--- config.mk ---
export PLATFORM = sky130hd
export DESIGN_NAME = round_robin_thread_scheduler
export DESIGN_NICKNAME = d
export VERILOG_FILES = /design/src/rrts_pkg.sv /design/src/rrts_ready_fifo.sv /design/src/rrts_quanta_mem.sv /design/src/round_robin_thread_scheduler.sv
export SDC_FILE = /design/constraint.sdc
export NUM_CORES = 2
export LEC_CHECK = 0
export BUFFER_PORTS_ARGS = -buffer_cell sky130_fd_sc_hd__clkbuf_2
export CAP_MARGIN = 20
export CELL_PAD_IN_SITES_DETAIL_PLACEMENT = 0
export CELL_PAD_IN_SITES_GLOBAL_PLACEMENT = 1
export CORE_UTILIZATION = 35
export CTS_CLUSTER_SIZE = 28
export DETAILED_ROUTE_END_ITERATION = 8
export PLACE_DENSITY_LB_ADDON = 0.1
export SLEW_MARGIN = 30
export SYNTH_ARGS = -nofsm -noshare
export SYNTH_HDL_FRONTEND = slang
export SYNTH_SLANG_ARGS = --single-unit
--- constraint.sdc ---
create_clock -name clk -period 8.3 [get_ports clk]
set_input_delay 2.49 -clock clk [delete_from_list [all_inputs] [get_ports clk]]
set_output_delay 2.49 -clock clk [all_outputs]
set_load 0.01 [all_outputs]
--- src/rrts_pkg.sv ---
// rrts_pkg: shared types and codes for the round-robin thread scheduler.
// Used by rrts_ready_fifo, round_robin_thread_scheduler and the testbench. No dependencies.
package rrts_pkg;

    localparam logic [2:0] CMD_TICK      = 3'd0;
    localparam logic [2:0] CMD_SPAWN     = 3'd1;
    localparam logic [2:0] CMD_TERMINATE = 3'd2;
    localparam logic [2:0] CMD_BLOCK     = 3'd3;
    localparam logic [2:0] CMD_RESUME    = 3'd4;
    localparam logic [2:0] CMD_SLEEP     = 3'd5;
    localparam logic [2:0] CMD_QUERY     = 3'd6;

    localparam logic [2:0] STAT_OK        = 3'd0;
    localparam logic [2:0] STAT_BAD_ID    = 3'd1;
    localparam logic [2:0] STAT_NO_SLOT   = 3'd2;
    localparam logic [2:0] STAT_MAIN_DENY = 3'd3;
    localparam logic [2:0] STAT_MAIN_TERM = 3'd4;

    typedef enum logic [1:0] {
        SLOT_READY,
        SLOT_RUNNING,
        SLOT_BLOCKED
    } slot_st_t;

    // ready queue operations for one cycle; push and pop together rotate
    typedef struct packed {
        logic clear;
        logic push;
        logic pop;
    } fifo_ctl_t;

endpackage

--- src/rrts_ready_fifo.sv ---
// rrts_ready_fifo: circular ready queue of slot ids, registered head read.
// Depends on rrts_pkg (fifo_ctl_t).
module rrts_ready_fifo #(
    parameter int THREADS = 16,
    parameter int IDW     = 4,
    parameter int CW      = 5
) (
    input  logic               clk,
    input  logic               rst_n,
    input  rrts_pkg::fifo_ctl_t ctl,
    input  logic [IDW-1:0]     wdata,
    output logic [IDW-1:0]     rdata,
    output logic [CW-1:0]      count
);

    logic [IDW-1:0] mem [THREADS];
    logic [IDW-1:0] head_reg;
    logic [CW-1:0]  count_reg;
    logic [IDW-1:0] rdata_reg;
    logic [CW:0]    tail_sum;
    logic [IDW-1:0] tail;
    logic           wr_en;

    assign tail_sum = (CW+1)'(head_reg) + (CW+1)'(count_reg);
    assign tail     = (tail_sum >= (CW+1)'(THREADS)) ? IDW'(tail_sum - (CW+1)'(THREADS))
                                                      : IDW'(tail_sum);
    // a push into a full queue is dropped unless the head leaves in the same cycle
    assign wr_en    = ctl.push && ((count_reg < CW'(THREADS)) || ctl.pop);
    assign rdata    = rdata_reg;
    assign count    = count_reg;

    always_ff @(posedge clk)
    begin
        if (wr_en)
        begin
            mem[tail] <= wdata;
        end
        rdata_reg <= mem[head_reg];
    end

    always_ff @(posedge clk or negedge rst_n)
    begin
        if (!rst_n)
        begin
            head_reg  <= '0;
            count_reg <= '0;
        end
        else if (ctl.clear)
        begin
            head_reg  <= '0;
            count_reg <= '0;
        end
        else
        begin
            if (ctl.pop)
            begin
                head_reg <= (head_reg == IDW'(THREADS - 1)) ? '0 : head_reg + IDW'(1);
            end
            if (wr_en && !ctl.pop)
            begin
                count_reg <= count_reg + CW'(1);
            end
            else if (ctl.pop && !wr_en)
            begin
                count_reg <= count_reg - CW'(1);
            end
        end
    end

endmodule

--- src/rrts_quanta_mem.sv ---
// rrts_quanta_mem: per-slot quanta counters, one shared address for a write and a registered read.
// No package dependencies.
module rrts_quanta_mem #(
    parameter int THREADS = 16,
    parameter int IDW     = 4
) (
    input  logic           clk,
    input  logic           we,
    input  logic [IDW-1:0] addr,
    input  logic [31:0]    wdata,
    output logic [31:0]    rdata
);

    logic [31:0] mem [THREADS];
    logic [31:0] rdata_reg;

    assign rdata = rdata_reg;

    always_ff @(posedge clk)
    begin
        if (we)
        begin
            mem[addr] <= wdata;
        end
        rdata_reg <= mem[addr];
    end

endmodule

--- src/round_robin_thread_scheduler.sv ---
// round_robin_thread_scheduler: slot table, command sequencer, output register.
// Depends on rrts_pkg, rrts_ready_fifo, rrts_quanta_mem.
//
//   channel | direction | handshake          | payload
//   --------+-----------+--------------------+------------------------------------------
//   in      | in        | in_valid/in_stall   | command, thread_id, sleep_quanta
//   out     | out       | out_valid/out_stall | status, value, running_id, total_quanta
//
// One item at a time. Tick and sleep, and block or terminate of the runner, each walk
// every slot once for the sleep countdown. Spawn walks up to THREADS slots; block or
// terminate of a ready thread rotates the ready queue, one entry at a time. A new
// item is taken only in S_IDLE, after the last result is loaded. in_stall is high from
// accept until the result is loaded into the output register, which holds it under
// out_stall.
// Reset restores slot 0 running, all other slots free, empty ready queue.
module round_robin_thread_scheduler #(
    parameter int THREADS    = 16,
    parameter int SLEEP_BITS = 16
) (
    input  logic        clk,
    input  logic        rst_n,
    input  logic        in_valid,
    output logic        in_stall,
    input  logic [2:0]  command,
    input  logic [3:0]  thread_id,
    input  logic [15:0] sleep_quanta,
    output logic        out_valid,
    input  logic        out_stall,
    output logic [2:0]  status,
    output logic [31:0] value,
    output logic [3:0]  running_id,
    output logic [31:0] total_quanta
);

    localparam int IDW = (THREADS > 1) ? $clog2(THREADS) : 1;
    localparam int CW  = $clog2(THREADS + 1);
    localparam logic [32:0] SMAX = (33'(1) << SLEEP_BITS) - 33'(1);

    typedef enum logic [3:0] {
        S_IDLE, S_DISP, S_SRCH, S_CD, S_RUNQ, S_SLP, S_POPW, S_POP,
        S_QW, S_QINC, S_RMW, S_RMS, S_RES, S_QRD, S_DONE
    } seq_t;

    seq_t                 state_reg;
    logic [2:0]           cmd_reg;
    logic [3:0]           tid_reg;
    logic [15:0]          sq_reg;
    logic [IDW-1:0]       sel_reg;
    logic [IDW-1:0]       cur_reg;
    logic [31:0]          total_reg;
    logic [CW-1:0]        n_reg;
    logic                 q0w_reg;
    logic [THREADS-1:0]   valid_reg;
    rrts_pkg::slot_st_t   slot_reg [THREADS];
    logic [SLEEP_BITS-1:0] sleep_reg [THREADS];
    logic [2:0]           res_status_reg;
    logic [31:0]          res_value_reg;
    logic                 out_valid_reg;
    logic [2:0]           status_reg;
    logic [31:0]          value_reg;
    logic [3:0]           running_reg;
    logic [31:0]          total_out_reg;

    rrts_pkg::fifo_ctl_t  fctl;
    logic [IDW-1:0]       fwdata;
    logic [IDW-1:0]       frdata;
    logic [CW-1:0]        fcount;
    logic                 qwe;
    logic [31:0]          qwdata;
    logic [31:0]          qrdata;
    logic [31:0]          qval;
    logic                 tid_ok;
    logic                 cd_hit;
    logic [32:0]          sq_sat;
    logic [IDW-1:0]       pop_id;

    rrts_ready_fifo #(.THREADS(THREADS), .IDW(IDW), .CW(CW)) u_fifo (
        .clk   (clk),
        .rst_n (rst_n),
        .ctl   (fctl),
        .wdata (fwdata),
        .rdata (frdata),
        .count (fcount)
    );

    rrts_quanta_mem #(.THREADS(THREADS), .IDW(IDW)) u_qmem (
        .clk   (clk),
        .we    (qwe),
        .addr  (sel_reg),
        .wdata (qwdata),
        .rdata (qrdata)
    );

    // slot 0 starts with one quantum and is never spawned, so it has no write until its first increment
    assign qval   = (sel_reg == '0 && !q0w_reg) ? 32'd1 : qrdata;
    assign tid_ok = (32'(tid_reg) < 32'(THREADS)) && valid_reg[sel_reg];
    assign cd_hit = valid_reg[sel_reg] && (sleep_reg[sel_reg] != '0);
    assign sq_sat = (sq_reg == 16'd0) ? 33'd1 :
                    ((33'(sq_reg) > SMAX) ? SMAX : 33'(sq_reg));
    assign pop_id = (fcount != '0) ? frdata : '0;

    always_comb
    begin
        fctl   = '0;
        fwdata = sel_reg;
        qwe    = 1'b0;
        qwdata = qval + 32'd1;
        case (state_reg)
            S_DISP:
            begin
                fctl.clear = (cmd_reg == rrts_pkg::CMD_TERMINATE) && tid_ok
                             && (sel_reg == '0);
            end
            S_SRCH:
            begin
                fctl.push = !valid_reg[sel_reg];
                qwe       = !valid_reg[sel_reg];
                qwdata    = 32'd0;
            end
            S_CD:
            begin
                fctl.push = cd_hit && (sleep_reg[sel_reg] == SLEEP_BITS'(1))
                            && (slot_reg[sel_reg] == rrts_pkg::SLOT_READY);
            end
            S_RUNQ:
            begin
                fctl.push = 1'b1;
                fwdata    = cur_reg;
            end
            S_RES:
            begin
                fctl.push = (slot_reg[sel_reg] == rrts_pkg::SLOT_BLOCKED)
                            && (sleep_reg[sel_reg] == '0);
            end
            S_RMS:
            begin
                fctl.pop  = 1'b1;
                fctl.push = (frdata != IDW'(tid_reg));
                fwdata    = frdata;
            end
            S_POP:
            begin
                fctl.pop = (fcount != '0);
            end
            S_QINC:
            begin
                qwe = 1'b1;
            end
            default:
            begin
            end
        endcase
    end

    always_ff @(posedge clk or negedge rst_n)
    begin
        if (!rst_n)
        begin
            state_reg      <= S_IDLE;
            cmd_reg        <= rrts_pkg::CMD_TICK;
            tid_reg        <= '0;
            sq_reg         <= '0;
            sel_reg        <= '0;
            cur_reg        <= '0;
            total_reg      <= 32'd1;
            n_reg          <= '0;
            q0w_reg        <= 1'b0;
            valid_reg      <= THREADS'(1);
            for (int i = 0; i < THREADS; i++)
            begin
                slot_reg[i]  <= (i == 0) ? rrts_pkg::SLOT_RUNNING : rrts_pkg::SLOT_READY;
                sleep_reg[i] <= '0;
            end
            res_status_reg <= rrts_pkg::STAT_OK;
            res_value_reg  <= '0;
            out_valid_reg  <= 1'b0;
            status_reg     <= '0;
            value_reg      <= '0;
            running_reg    <= '0;
            total_out_reg  <= '0;
        end
        else
        begin
            // a result waiting in S_DONE reloads the register itself
            if (out_valid_reg && !out_stall && (state_reg != S_DONE))
            begin
                out_valid_reg <= 1'b0;
            end
            case (state_reg)
                S_IDLE:
                begin
                    if (in_valid)
                    begin
                        cmd_reg        <= command;
                        tid_reg        <= thread_id;
                        sq_reg         <= sleep_quanta;
                        sel_reg        <= IDW'(thread_id);
                        res_status_reg <= rrts_pkg::STAT_OK;
                        res_value_reg  <= '0;
                        state_reg      <= S_DISP;
                    end
                end
                S_DISP:
                begin
                    case (cmd_reg)
                        rrts_pkg::CMD_TICK:
                        begin
                            sel_reg   <= '0;
                            state_reg <= S_CD;
                        end
                        rrts_pkg::CMD_SPAWN:
                        begin
                            sel_reg   <= '0;
                            state_reg <= S_SRCH;
                        end
                        rrts_pkg::CMD_TERMINATE:
                        begin
                            if (!tid_ok)
                            begin
                                res_status_reg <= rrts_pkg::STAT_BAD_ID;
                                state_reg      <= S_DONE;
                            end
                            else if (sel_reg == '0)
                            begin
                                valid_reg <= THREADS'(1);
                                for (int i = 0; i < THREADS; i++)
                                begin
                                    slot_reg[i]  <= (i == 0) ? rrts_pkg::SLOT_RUNNING
                                                             : rrts_pkg::SLOT_READY;
                                    sleep_reg[i] <= '0;
                                end
                                q0w_reg        <= 1'b0;
                                cur_reg        <= '0;
                                total_reg      <= 32'd1;
                                res_status_reg <= rrts_pkg::STAT_MAIN_TERM;
                                state_reg      <= S_DONE;
                            end
                            else
                            begin
                                valid_reg[sel_reg] <= 1'b0;
                                slot_reg[sel_reg]  <= rrts_pkg::SLOT_READY;
                                sleep_reg[sel_reg] <= '0;
                                if (slot_reg[sel_reg] == rrts_pkg::SLOT_READY)
                                begin
                                    n_reg     <= fcount;
                                    state_reg <= (fcount == '0) ? S_DONE : S_RMW;
                                end
                                else if (sel_reg == cur_reg)
                                begin
                                    sel_reg   <= '0;
                                    state_reg <= S_CD;
                                end
                                else
                                begin
                                    state_reg <= S_DONE;
                                end
                            end
                        end
                        rrts_pkg::CMD_BLOCK:
                        begin
                            if (!tid_ok)
                            begin
                                res_status_reg <= rrts_pkg::STAT_BAD_ID;
                                state_reg      <= S_DONE;
                            end
                            else if (sel_reg == '0)
                            begin
                                res_status_reg <= rrts_pkg::STAT_MAIN_DENY;
                                state_reg      <= S_DONE;
                            end
                            else if (slot_reg[sel_reg] == rrts_pkg::SLOT_RUNNING)
                            begin
                                slot_reg[sel_reg] <= rrts_pkg::SLOT_BLOCKED;
                                sel_reg           <= '0;
                                state_reg         <= S_CD;
                            end
                            else if (slot_reg[sel_reg] == rrts_pkg::SLOT_READY)
                            begin
                                slot_reg[sel_reg] <= rrts_pkg::SLOT_BLOCKED;
                                n_reg             <= fcount;
                                state_reg         <= (fcount == '0) ? S_DONE : S_RMW;
                            end
                            else
                            begin
                                state_reg <= S_DONE;
                            end
                        end
                        rrts_pkg::CMD_RESUME:
                        begin
                            if (!tid_ok)
                            begin
                                res_status_reg <= rrts_pkg::STAT_BAD_ID;
                                state_reg      <= S_DONE;
                            end
                            else
                            begin
                                state_reg <= S_RES;
                            end
                        end
                        rrts_pkg::CMD_SLEEP:
                        begin
                            if (cur_reg == '0)
                            begin
                                res_status_reg <= rrts_pkg::STAT_MAIN_DENY;
                                state_reg      <= S_DONE;
                            end
                            else
                            begin
                                sel_reg   <= '0;
                                state_reg <= S_CD;
                            end
                        end
                        rrts_pkg::CMD_QUERY:
                        begin
                            if (!tid_ok)
                            begin
                                res_status_reg <= rrts_pkg::STAT_BAD_ID;
                                state_reg      <= S_DONE;
                            end
                            else
                            begin
                                state_reg <= S_QRD;
                            end
                        end
                        default:
                        begin
                            state_reg <= S_DONE;
                        end
                    endcase
                end
                S_SRCH:
                begin
                    if (!valid_reg[sel_reg])
                    begin
                        valid_reg[sel_reg] <= 1'b1;
                        slot_reg[sel_reg]  <= rrts_pkg::SLOT_READY;
                        sleep_reg[sel_reg] <= '0;
                        res_value_reg      <= 32'(sel_reg);
                        state_reg          <= S_DONE;
                    end
                    else if (sel_reg == IDW'(THREADS - 1))
                    begin
                        res_status_reg <= rrts_pkg::STAT_NO_SLOT;
                        state_reg      <= S_DONE;
                    end
                    else
                    begin
                        sel_reg <= sel_reg + IDW'(1);
                    end
                end
                S_CD:
                begin
                    if (cd_hit)
                    begin
                        sleep_reg[sel_reg] <= sleep_reg[sel_reg] - SLEEP_BITS'(1);
                    end
                    if (sel_reg == IDW'(THREADS - 1))
                    begin
                        sel_reg <= cur_reg;
                        case (cmd_reg)
                            rrts_pkg::CMD_TICK:  state_reg <= S_RUNQ;
                            rrts_pkg::CMD_SLEEP: state_reg <= S_SLP;
                            default:             state_reg <= S_POPW;
                        endcase
                    end
                    else
                    begin
                        sel_reg <= sel_reg + IDW'(1);
                    end
                end
                S_RUNQ:
                begin
                    slot_reg[cur_reg] <= rrts_pkg::SLOT_READY;
                    state_reg         <= S_POPW;
                end
                S_SLP:
                begin
                    sleep_reg[sel_reg] <= SLEEP_BITS'(sq_sat);
                    slot_reg[sel_reg]  <= rrts_pkg::SLOT_READY;
                    state_reg          <= S_POPW;
                end
                S_POPW:
                begin
                    state_reg <= S_POP;
                end
                S_POP:
                begin
                    cur_reg          <= pop_id;
                    sel_reg          <= pop_id;
                    slot_reg[pop_id] <= rrts_pkg::SLOT_RUNNING;
                    state_reg        <= S_QW;
                end
                S_QW:
                begin
                    state_reg <= S_QINC;
                end
                S_QINC:
                begin
                    if (sel_reg == '0)
                    begin
                        q0w_reg <= 1'b1;
                    end
                    total_reg <= total_reg + 32'd1;
                    state_reg <= S_DONE;
                end
                S_RMW:
                begin
                    state_reg <= S_RMS;
                end
                S_RMS:
                begin
                    n_reg     <= n_reg - CW'(1);
                    state_reg <= (n_reg == CW'(1)) ? S_DONE : S_RMW;
                end
                S_RES:
                begin
                    if (slot_reg[sel_reg] == rrts_pkg::SLOT_BLOCKED)
                    begin
                        slot_reg[sel_reg] <= rrts_pkg::SLOT_READY;
                    end
                    state_reg <= S_DONE;
                end
                S_QRD:
                begin
                    res_value_reg <= qval;
                    state_reg     <= S_DONE;
                end
                S_DONE:
                begin
                    if (!out_valid_reg || !out_stall)
                    begin
                        out_valid_reg <= 1'b1;
                        status_reg    <= res_status_reg;
                        value_reg     <= res_value_reg;
                        running_reg   <= 4'(cur_reg);
                        total_out_reg <= total_reg;
                        state_reg     <= S_IDLE;
                    end
                end
                default:
                begin
                    state_reg <= S_IDLE;
                end
            endcase
        end
    end

    assign in_stall     = (state_reg != S_IDLE);
    assign out_valid    = out_valid_reg;
    assign status       = status_reg;
    assign value        = value_reg;
    assign running_id   = running_reg;
    assign total_quanta = total_out_reg;

    a_main_valid: assert property (@(posedge clk) disable iff (!rst_n)
        valid_reg[0])
        else $error("main slot lost its valid flag");

    a_queue_bound: assert property (@(posedge clk) disable iff (!rst_n)
        32'(fcount) <= 32'(THREADS))
        else $error("ready queue count above slot count");

    a_runner_state: assert property (@(posedge clk) disable iff (!rst_n)
        (state_reg == S_IDLE) |-> (slot_reg[cur_reg] == rrts_pkg::SLOT_RUNNING))
        else $error("running id does not point at a running slot");

    a_busy_after_accept: assert property (@(posedge clk) disable iff (!rst_n)
        (in_valid && !in_stall) |=> (state_reg == S_DISP))
        else $error("accepted item not dispatched");

endmodule

==> metrics.yaml <==
arrival_ns: 6.91
vias: 32500
seqCellArea_sq_um: 30370
instances_no_fill: 5640
met1_usage_pct: 31.59
layout-drive-gt1-share_pct: 22.38
cts_root_buf: "clkbuf_16"
place_congestion: 0.9031
dp_hpwl_mm: 101.3
dr.pass1.iters: 6
drt_iter0_markers: 3147
syn_area_sq_um: 48980
synth_compound_area_share_pct: 12.68
grt_max_degree: 153
wl_per_cell_microns: 28.25
met2_usage_pct: 35.62
synthXorXnorAreaFrac_pct: 1.359
crit_chain: "buf_4 > mux4_2 > nand2_1 > nand4_1 > inv_1 > ha_1 > inv_1 > or3_1 > a2111oi_4 > o41ai_4 > buf_4 > nand2b_1 > fa_1 > a21o_1 > a21oi_1 > nand2b_1 > a32oi_1 > o21ai_1"
totalWireLength_mm: 159.4
busiest_layer: "met2"
yosysTopAreaCell: "edfxtp_1"
cts_max_path_buffers: 3
crit_path_end_kind: "register"
hp-class: "register to register"
ir_worst_vdd_mv: 0.2078
start_kind: "register"
slowest_delay_ns: 0.92
post_cts_buffers: 0
clk_latency_ns: 0.77
design.die.area_sq_um: 141500
ios: 100
finalCritPeriodShare_pct: 76.44
grt_pass1_wl_mm: 234.5
crit_required_ns: 8.87
antenna_found_initial: 9
synth_cell_types: 85
dp_cells: 5415
overflow: 0
largest_reg_flops: 512
num_rows: 136
vias_per_cell: 5.762
die_w_microns: 376.1
drc: 0
num-fill-cells: 12860
multi_input_area_sq_um: 17800
cts_max_level: 3
synth_top_family_by_area: "multiplexers"
leakage_nw: 21.49
drtAntennaViolNets: 0
clock_sinks: 1105
grtUsageMet3_pct: 3.637
worstPathMaxFanout: 37
yosysTopAreaCellShare_pct: 35.31
drv_slew: 0
synth_ff_type: "edfxtp_1"
synth_nets: 3629
ys_ff_latch: 1105
synthArstFlopShare_pct: 44.62
coreArea_sq_um: 138200
worst_pin_slew_ns: 1.045
yosysWarnings: 0
first_global_vias: 33040
rsz0062_at_grt: "no"
dp_slack_ns: 2.031
tns_ns: 0
status: "complete, no violations"
yosys-top-cells-area: "edfxtp_1 (35%), dfrtp_1 (25%), mux4_2 (11%)"
slowest_stage: "dfrtp_4"
netlist_instances: 3581
maxCapViolCount: 0
fin_skew_ns: 0.07309
path_clk_slew_ns: 0.06
setup_ws_ns: 1.956
max_freq_mhz: 157.6
numCtsBuffers: 118
initial_core_util_pct: 35.45
setup_viol: 0
synth_fa_ha_area_share_pct: 0.5875
yosys.area_share.simple_pct: 7.221
cts_hold_buffers: 0
synth_edf_count: 576
fin_nets: 3721
post-route-min-period_ns: 6.344
syn_to_final_growth_pct: 15.01
hold_violations: 0
critPathKind: "register to register"
max-slew-margin-rel_pct: 30.34
die_h_microns: 376.1
synth-seq-area-share_pct: 61.97
grt_use_total_pct: 22.48
cts_resized: 0
portBuffers: 99
total_power_mw: 22.32
yosys-mux-area-fraction_pct: 13.87
syn_area_per_cell_sq_um: 13.68
cts_tree: "built"
powerDensity_nw_per_um2: 396.2
[final timing paths]
path                                startpoint               to  slack (ns)  cells after the start
worst max-delay path                sel_reg[0]  u_fifo.count[4]        1.96                     18
worst min-delay path            sleep_reg[192]   sleep_reg[192]        0.49                      1
worst max register to register      sel_reg[0]  u_fifo.count[4]        1.96                     18
worst min register to register  sleep_reg[192]   sleep_reg[192]        0.49                      1
max in group asynchronous                rst_n  u_fifo.count[4]        5.11                      3
min in group asynchronous                rst_n   sleep_reg[229]        1.78                      1
[power by group]
part           switching, mW  internal (mW)  total (mW)
logic                   5.38           2.94        8.32
registers               1.04           7.40        8.44
clock network           2.30           3.26        5.56
[per-layer routing]
layer,vias to the layer above,wire (microns)
met5,-,54
met4,8,4974
met3,261,9160
met2,1152,73950
met1,17090,71220
li1,13990,-
[cells in the final DEF, fill, tap and decap left out, drive strengths merged, types with 31 or more instances in the layout]
cell type	synthesis	layout
edfxtp	576	576
dfrtp	490	490
o21ai	341	341
nand2	315	315
clkbuf	192	268
mux4	245	245
nor2	225	225
a21oi	198	198
buf	57	123
a22o	109	109
mux2	96	96
o2bb2ai	59	59
nand3	49	49
a22oi	47	47
o22ai	47	47
xor2	46	46
dfxtp	36	36
clkinv	1	34
nor3	31	31
[critical path: cells and delay by family (launching register included)]
| kind | cells | cell delay [ns] |
|---|---|---|
| mux | 1 | 0.60 |
| buf+inv | 4 | 1.24 |
| simple gates | 5 | 1.12 |
| compound gates | 6 | 1.48 |
| fa+ha+maj | 2 | 0.68 |
| flops | 1 | 0.92 |
[metrics by stage]
step / hold slack [ns] / utilization, % / instance area (sq um)
CTS: 0.4873 / 40.73 / 56270
detailed placement: 0.4690 / 37.74 / 52150
finish: 0.4861 / 40.77 / 56340
global route: 0.5048 / 40.77 / 56330
global placement: 0.4662 / 37.58 / 51920
floorplan: 0.4446 / - / 48980
[logic make-up after synthesis]
kind of cell    count (synthesis)
buf+inv                       277
xor+xnor                       76
flops                        1105
compound gates                958
fa+ha+maj                      22
mux                           360
simple gates                  783
[area by class of cell]
type	count	share of cell area, %
inverters	28	0.1866
diodes	1	0.004442
well taps	1863	4.138
flip-flops and latches	1105	53.91
clock buffers	170	6.052
multi-input cells	2199	31.59
repair buffers	221	2.852
clock inverters	53	1.266
[cell usage after synthesis (all sizes together) (18+ instances only)]
| cell | number |
|---|---|
| dfxtp | 36 |
| o2bb2ai | 59 |
| nor2 | 225 |
| o21ai | 341 |
| clkbuf | 192 |
| mux2i | 19 |
| nand4 | 20 |
| a21oi | 198 |
| edfxtp | 576 |
| o31ai | 25 |
| a22oi | 47 |
| and2 | 19 |
| nor3 | 31 |
| ha | 19 |
| nand2 | 315 |
| nor4 | 27 |
| mux4 | 245 |
| xor2 | 46 |
| o21a | 18 |
| mux2 | 96 |
| a22o | 109 |
| o22ai | 47 |
| buf | 57 |
| inv | 27 |
| xnor2 | 30 |
| nand3 | 49 |
| dfrtp | 490 |
Note: power is estimated with default switching activity, not from simulation.
